==> src/rtl/sbu_pkg.sv <==
// ----------------------------------------------------------------------------
// sbu_pkg
// shared widths, reset values, state types and the result bundle of the
// bit-serial arithmetic unit of the spectrum bar updater
// ----------------------------------------------------------------------------
package sbu_pkg;

  localparam int NUM_BINS_DEF = 1024;

  localparam int DIM_W  = 12;
  localparam int BIN_W  = 10;
  localparam int PWR_W  = 32;
  localparam int COL_W  = 8;
  localparam int QUO_W  = 13;
  localparam int PROD_W = PWR_W + DIM_W;
  localparam int XACC_W = BIN_W + DIM_W;
  localparam int CNT_W  = 4;

  localparam logic [DIM_W-1:0] SW_RESET    = 12'd640;
  localparam logic [DIM_W-1:0] SH_RESET    = 12'd480;
  localparam logic [COL_W-1:0] COLOR_WHITE = 8'd255;
  localparam logic [COL_W-1:0] COLOR_BLACK = 8'd0;

  localparam logic OP_LOAD = 1'b0;
  localparam logic OP_DRAW = 1'b1;

  localparam logic REG_WIDTH  = 1'b0;
  localparam logic REG_HEIGHT = 1'b1;

  typedef enum logic [1:0] {
    S_CLEAR,
    S_IDLE,
    S_CALC,
    S_EMIT
  } state_t;

  typedef enum logic [2:0] {
    AR_IDLE,
    AR_MUL,
    AR_MID,
    AR_DIV,
    AR_FIN
  } ar_state_t;

  typedef struct packed {
    logic             done;
    logic             cut;
    logic [DIM_W-1:0] bh;
    logic [DIM_W-1:0] xs;
    logic [DIM_W-1:0] xe;
  } arith_res_t;

endpackage

==> src/rtl/sbu_arith.sv <==
// ----------------------------------------------------------------------------
// sbu_arith
// bit-serial arithmetic for one draw word: bar width by restoring division,
// power times height by shift-add, scaling by the running maximum through a
// restoring divider and the bar's column span by shift-add
// ----------------------------------------------------------------------------
module sbu_arith #(
  parameter int NUM_BINS = sbu_pkg::NUM_BINS_DEF
) (
  input  logic                        clk,
  input  logic                        rst,
  input  logic                        start,
  input  logic [sbu_pkg::BIN_W-1:0]   bin,
  input  logic [sbu_pkg::PWR_W-1:0]   pw,
  input  logic [sbu_pkg::PWR_W-1:0]   pmax,
  input  logic [sbu_pkg::DIM_W-1:0]   hgt,
  input  logic [sbu_pkg::DIM_W-1:0]   swid,
  output sbu_pkg::arith_res_t         res
);
  import sbu_pkg::*;

  localparam int RW = (NUM_BINS > 1) ? $clog2(NUM_BINS) : 1;
  localparam logic [RW:0]      NB      = (RW+1)'(NUM_BINS);
  localparam logic [CNT_W-1:0] MUL_END = CNT_W'(DIM_W - 1);
  localparam logic [CNT_W-1:0] DIV_END = CNT_W'(QUO_W - 1);

  ar_state_t state, state_next;
  logic [CNT_W-1:0] cnt;

  logic [DIM_W-1:0]  hsh;
  logic [DIM_W-1:0]  wsh;
  logic [PROD_W-1:0] prod;
  logic [RW-1:0]     wrem;
  logic [DIM_W-1:0]  bwq;
  logic [DIM_W-1:0]  bw;
  logic [DIM_W:0]    bsh;
  logic [XACC_W-1:0] xacc;
  logic [PWR_W-1:0]  rem;
  logic [QUO_W-1:0]  dsh;
  logic [QUO_W-1:0]  quo;
  logic              over;

  logic [RW:0]       wtrial;
  logic              wfit;
  logic [PWR_W:0]    dtrial;
  logic              dfit;
  logic [DIM_W-1:0]  bw_eff;
  logic [XACC_W:0]   xe_full;

  assign wtrial  = {wrem, wsh[DIM_W-1]};
  assign wfit    = (wtrial >= NB);
  assign dtrial  = {rem, dsh[QUO_W-1]};
  assign dfit    = (dtrial >= {1'b0, pmax});
  assign bw_eff  = (bwq == '0) ? DIM_W'(1) : bwq;
  assign xe_full = {1'b0, xacc} + (XACC_W+1)'(bw);

  always_comb begin
    state_next = state;
    case (state)
      AR_IDLE: if (start) state_next = AR_MUL;
      AR_MUL:  if (cnt == MUL_END) state_next = AR_MID;
      AR_MID:  state_next = AR_DIV;
      AR_DIV:  if (cnt == DIV_END) state_next = AR_FIN;
      AR_FIN:  state_next = AR_IDLE;
      default: state_next = AR_IDLE;
    endcase
  end

  always_ff @(posedge clk) begin
    if (rst) begin
      state    <= AR_IDLE;
      cnt      <= '0;
    end else begin
      state    <= state_next;
      if (state == AR_MUL || state == AR_DIV) begin
        cnt <= (state_next != state) ? '0 : cnt + CNT_W'(1);
      end else begin
        cnt <= '0;
      end
    end
  end

  always_ff @(posedge clk) begin
    if (rst) res.done <= 1'b0;
    else     res.done <= (state == AR_FIN);
    case (state)
      AR_IDLE: begin
        hsh  <= hgt;
        wsh  <= swid;
        prod <= '0;
        wrem <= '0;
        bwq  <= '0;
      end
      AR_MUL: begin
        // power times height, height msb first
        prod <= {prod[PROD_W-2:0], 1'b0} + (hsh[DIM_W-1] ? PROD_W'(pw) : '0);
        hsh  <= {hsh[DIM_W-2:0], 1'b0};
        // screen width over bin count
        wrem <= wfit ? RW'(wtrial - NB) : RW'(wtrial);
        bwq  <= {bwq[DIM_W-2:0], wfit};
        wsh  <= {wsh[DIM_W-2:0], 1'b0};
      end
      AR_MID: begin
        bw   <= bw_eff;
        bsh  <= {1'b0, bw_eff};
        xacc <= '0;
        rem  <= PWR_W'(prod[PROD_W-1:QUO_W]);
        over <= ({1'b0, prod[PROD_W-1:QUO_W]} >= pmax);
        dsh  <= prod[QUO_W-1:0];
        quo  <= '0;
      end
      AR_DIV: begin
        rem  <= dfit ? PWR_W'(dtrial - {1'b0, pmax}) : PWR_W'(dtrial);
        quo  <= {quo[QUO_W-2:0], dfit};
        dsh  <= {dsh[QUO_W-2:0], 1'b0};
        xacc <= {xacc[XACC_W-2:0], 1'b0} + (bsh[DIM_W] ? XACC_W'(bin) : '0);
        bsh  <= {bsh[DIM_W-1:0], 1'b0};
      end
      AR_FIN: begin
        res.cut <= (xe_full >= (XACC_W+1)'(swid));
        res.bh  <= (over || quo > {1'b0, hgt}) ? hgt : quo[DIM_W-1:0];
        res.xs  <= xacc[DIM_W-1:0];
        res.xe  <= xe_full[DIM_W-1:0];
      end
      default: ;
    endcase
  end

endmodule

==> config.mk <==
export PLATFORM = sky130hd
export DESIGN_NAME = sbu_arith
export DESIGN_NICKNAME = d
export VERILOG_FILES = /design/src/rtl/sbu_pkg.sv /design/src/rtl/sbu_arith.sv
export SDC_FILE = /design/constraint.sdc
export NUM_CORES = 1
export LEC_CHECK = 0
export BUFFER_PORTS_ARGS = -buffer_cell sky130_fd_sc_hd__buf_4
export CAP_MARGIN = 20
export CORE_MARGIN = 2
export CORE_UTILIZATION = 25
export DETAILED_ROUTE_END_ITERATION = 6
export SETUP_SLACK_MARGIN = 0.3
export SLEW_MARGIN = 0
export SYNTH_ARGS = -nofsm -noshare
export SYNTH_HDL_FRONTEND = slang
export SYNTH_SLANG_ARGS = --single-unit
==> constraint.sdc <==
create_clock -name clk -period 4.9 [get_ports clk]
set_clock_uncertainty 0.2 [all_clocks]
set_input_delay 0.98 -clock clk [delete_from_list [all_inputs] [get_ports clk]]
set_output_delay 0.98 -clock clk [all_outputs]
set_load 0.01 [all_outputs]
# After elaboration in Yosys (flattened, before gate mapping)
# Cells that the tools add are included.
# op_classes
n_eq_ne	7
n_addsub	6
n_lt_le_gt_ge	5
n_bitwise	1
mux	20
n_reduce_logical	7
# op_table
operator	count
$pmux W44 S2	1
$pmux W13 S2	3
$pmux W12 S2	3
$mux W32	2
$pmux W32 S2	1
$add A44 B32 Y44	1
$pmux W22 S2	1
$ge A33 B32 Y1	1
$ge A31 B32 Y1	1
$sub A32 B32 Y32	1
$mux W12	2
$add A22 B12 Y23	1
$ge A23 B12 Y1	1
$add A22 B10 Y22	1
$mux W10	2
$pmux W10 S2	1
$gt A13 B12 Y1	1
$logic_not A12 Y1	1
$pmux W3 S4	1
$ge A11 B11 Y1 const B	1
$sub A10 B1 Y10 const B	1
$mux W3	3
$eq A4 B4 Y1 const B	2
$eq A3 B2 Y1 const B	2
9 further kinds	11
# totals
output_inout_bits	38
ff_bits	241
word_cells	65
input_bits	101

# Depth between registers and ports, before layout
# depth
ltp_word	5
ltp_mapped	17
ltp_nobuf	17

# Worst setup path before layout
# OpenSTA, ideal clock, no wires.
# synth_path
path_kind	reg2reg
startpoint	register state[0]
endpoint	register res[0] in the netlist's numbering, enable pin
t_required_ps	4213
setup_time_ps	487
synth_period_minus_slack_ps	4135
slack_ps	765
path_stages_with_launch	4
arrival_ps	3449
n_path_buf	2
cell_sequence	dfxtp_1 -> clkbuf_1 -> clkbuf_1 -> nor3b_1
# synth_between
elab_chain_cells	1
# synth_lines
element	line	source
start, declared	sbu_arith.sv:27	ar_state_t state, state_next;
start signal, assigned	sbu_arith.sv:74	state <= state_next;
$eq A3 B3 Y1	sbu_arith.sv:86	case (state)
end, declared	sbu_arith.sv:18	output sbu_pkg::arith_res_t res
# Every way passes these cells.
# A chain may end at the register's enable or synchronous reset.

# Worst setup path after layout
# layout_path
startpoint	register xacc[1]
endpoint	register res[36] in the netlist's numbering, data pin
# layout_between
elab_chain_cells	2
# layout_lines
element	line	source
start, declared	sbu_arith.sv:37	logic [XACC_W-1:0] xacc;
start signal, assigned	sbu_arith.sv:116	xacc <= {xacc[XACC_W-2:0], 1'b0} + (bsh[DIM_W] ? XACC_W'(bin) : '0);
$add A22 B12 Y23	sbu_arith.sv:55	assign xe_full = {1'b0, xacc} + (XACC_W+1)'(bw);
net xe_full[11]	sbu_arith.sv:48	logic [XACC_W:0] xe_full;
$ge A23 B12 Y1	sbu_arith.sv:120	res.cut <= (xe_full >= (XACC_W+1)'(swid));
# The timed path passes the listed nets, and every way through them passes these cells.

==> metrics <==
RD Place Congestion 0.885; element type at the critical path start flop; Post-synth ARST share 0%; Port-buffer cells 138; Total Nets Final 2,016; total routing usage reported by global routing 13.2%; vias in the first global route 13,076; TritonCTS clock tree done; largest stage delay on the critical path 0.46 ns; Worst-Margin Slew 1.01 ns; Pwr Density 266 mW/mm2; Worst-path clk slew 0.06 ns; clk root buf clkbuf_16; Iter 0 DRT Violations 942; core area 0.0643 mm2; RSZ-0062 raised after global routing false; EDFF count, synth 233; HPWL after DPL 34.2 mm; clk_lat worst skew 0.60 ns; H-tree levels 1; die width 259 um; die span in y 259 um; endpoint type of the worst setup path flop; Final Hold Fails 0; Layout area overhead 17.8%; CTS resizes 0; Syn Inst Count 1,665; r2r startpoint xacc[1]$_SDFFCE_PN0P_; Yosys top cell area share 43.1%; CP Capture Point res[36]$_DFFE_PP_; Max IR drop VDD 0.246 mV; r2r worst-path depth 17; Synth cell types 83; GR Overflow Total 0; reg-to-reg slack, setup 0.72 ns; final max-slew violation count 0; pin count of the biggest net entering global routing 65; Fin Setup TNS 0 ns; final setup fails 0; via count 13,291; Final ANT Viol Nets 0; crit path cell chain ha_1 -> a211o_1 -> a21oi_1 -> o21ai_1 -> a21oi_1 -> a21bo_2 -> nand2b_1 -> a21oi_1 -> xnor2_1 -> ha_1 -> and3_1 -> nand3_1 -> o31ai_1 -> a211oi_1 -> nand4_1 -> nor4_1 -> nand3_1; area share of fa/ha/maj cells after synthesis 11.3%; share of cells above drive strength 1 13.6%; failing checks DRC; Top cell by count, worst path a21oi_1; Netlist Area Pre-Place 0.0163 mm2; Rel. slew slack 32.3%; Yosys Warn Count 0; first-pass GRT wire length 71.8 mm; # DRC 2; sequential area share after synthesis 44.0%; slowest CP cell edfxtp_1; DIE AREA 0.0671 mm2; Worst EP arrival 4.30 ns; dominant cell type by area after synthesis edfxtp_1; Final period util 85.2%; cts hold-fix bufs 0; post-synthesis mux area share 1.39%; CTS buffer count 30; Setup crit start xacc[1]$_SDFFCE_PN0P_; simple-gate share of the synthesized area 18.3%; IO Count 139; clock tree buffer depth 3; First-pass DRT Iterations 7; # rows 93; Layout Utilization 29.7%; status finished with violations; Syn Area/Cell 9.76 um2; top_reg_cell synth edfxtp_1; Worst Setup Path Type reg -> reg; WL/cell 17.3 um; CP required 5.02 ns; HP Class reg -> reg; Synth Net Count 1,911; drt via density 5.02; number of max-cap violations 0; Pleak 7.86 nW; initial antenna violation count 2; post-synthesis compound-gate area fraction 17.2%; Post-CTS Setup Repair Bufs 0; Crit Reg-Reg Endpoint res[36]$_DFFE_PP_; main combinational cell family by area after synthesis simple AND/OR/NAND/NOR gates; Period minus WS final 4.18 ns; Starting Density 25.3%; Detailed Route WL 45.7 mm; antenna cells 0; Max Fanout on Critical Path 5; Seq cells post-synth 241; fmax 239 MHz; post-synthesis xor/xnor area fraction 3.40%; Clock Sinks 241; leading post-synthesis cells by cell area edfxtp_1 43%, ha_1 11%, nand2_1 4.2%, a21oi_1 2.9%, nor2_1 2.6%
-- cells by family (layout without fill, tap and decap cells) --
| kind of cell | after synthesis | in the layout |
|---|---|---|
| compound gates | 416 | 416 |
| simple gates | 601 | 601 |
| fa+ha+maj | 145 | 145 |
| buf+inv | 178 | 306 |
| mux | 21 | 21 |
| flops | 241 | 241 |
| xor+xnor | 63 | 63 |
-- cell usage in the layout (no fill, tap or decap), drive strengths merged, types with 30 or more instances in the layout --
master  synthesis  final
ha            141    141
xnor2          40     40
nor3           37     37
nor2          112    112
nand3          55     55
nand2         181    181
buf            22    155
edfxtp        233    233
nand4          38     38
a31oi          30     30
clkbuf         60     32
and3           52     52
a21o           48     48
and2           50     50
a21oi          98     98
o21ai          89     89
inv            96     98
-- layout make-up --
cell class / instances / area (um2)
fillers: 6685 / 45200
well taps: 855 / 1070
clock inverters: 23 / 185
clock buffers: 32 / 758
repair buffers: 155 / 1190
flip-flops and latches: 241 / 7160
inverters: 96 / 363
multi-input cells: 1246 / 8410
-- critical path, delay by kind of cell, from the launching register on --
family,cells,cell delay (ns)
fa+ha+maj,2,0.60
flops,1,0.46
compound gates,8,1.69
simple gates,6,0.78
xor+xnor,1,0.16
-- registers in the layout, indices dropped and copies added, names as in the netlist, 12 cells and up --
name  flops
res      38
prod     44
quo      13
dsh      13
rem      32
bwq      12
xacc     22
bw       12
bsh      13
hsh      12
wsh      12
-- power by group --
group          internal, mW  leakage (nW)  switching [mW]  total (mW)
clock network          1.18         0.448           0.956        2.14
logic                 0.266          4.96           0.347       0.613
registers              2.29          2.45          0.0417        2.34
-- routing by layer --
metal  track usage [%]  routed length, um  vias up  share of wire, %
li1                  -                  -     6389                 -
met1              18.1              21200     6428                46
met2              21.6              20800      401                45
met3              2.02               2610       71               5.7
met4              3.71               1080        2               2.4
met5                 0                 17        -             0.037
-- per-stage QoR --
stage	setup slack, ns	instances	power, mW	area, um2	hold WS [ns]
detailed placement	0.762	2592	2.99	18200	0.269
finish	0.723	2648	5.09	19100	0.277
global placement	0.804	2592	2.98	18200	0.241
global route	0.364	2648	5.30	19100	0.307
CTS	0.743	2647	5.15	19100	0.287
floorplan	0.765	1665	2.78	16300	0.230
-- synthesized netlist by cell type (4+ instances only) --
cell	count
o21ai_0	67
or3_1	11
edfxtp_1	233
nor3b_1	9
fa_1	4
a21boi_0	6
o21a_1	26
a21oi_1	94
nor3_1	36
and2_1	50
ha_1	141
o31ai_1	7
buf_1	5
dfxtp_1	8
and3_1	52
a21o_1	48
xnor2_1	40
nor2_1	112
a31oi_1	28
nand3_1	55
nand2_1	181
o211ai_1	13
o2111ai_1	6
o21bai_1	8
a31o_2	4
clkbuf_1	58
mux2i_1	9
o211a_1	4
o21ai_1	20
a211o_1	5
a211oi_1	27
nor2b_1	15
xor2_1	23
a21oi_2	4
mux2_2	12
nor4_1	8
nand4_1	38
nand2b_1	15
buf_2	13
buf_4	4
inv_1	96
-- worst min-delay path by stage --
stage | from | slack, ns | endpoint | cells past startpoint
2_1_floorplan | cnt[0]$_SDFF_PP0_ | 0.23 | cnt[0]$_SDFF_PP0_ | 1
3_3_place_gp | cnt[0]$_SDFF_PP0_ | 0.24 | cnt[0]$_SDFF_PP0_ | 1
3_5_place_dp | cnt[0]$_SDFF_PP0_ | 0.27 | cnt[0]$_SDFF_PP0_ | 1
4_1_cts | cnt[0]$_SDFF_PP0_ | 0.29 | cnt[0]$_SDFF_PP0_ | 1
5_1_grt | bwq[11]$_SDFFCE_PN0P_ | 0.31 | bw[11]$_DFFE_PP_ | 0
6_report | cnt[0]$_SDFF_PP0_ | 0.28 | cnt[0]$_SDFF_PP0_ | 1
No activity file was read; power rests on OpenSTA's default activity.
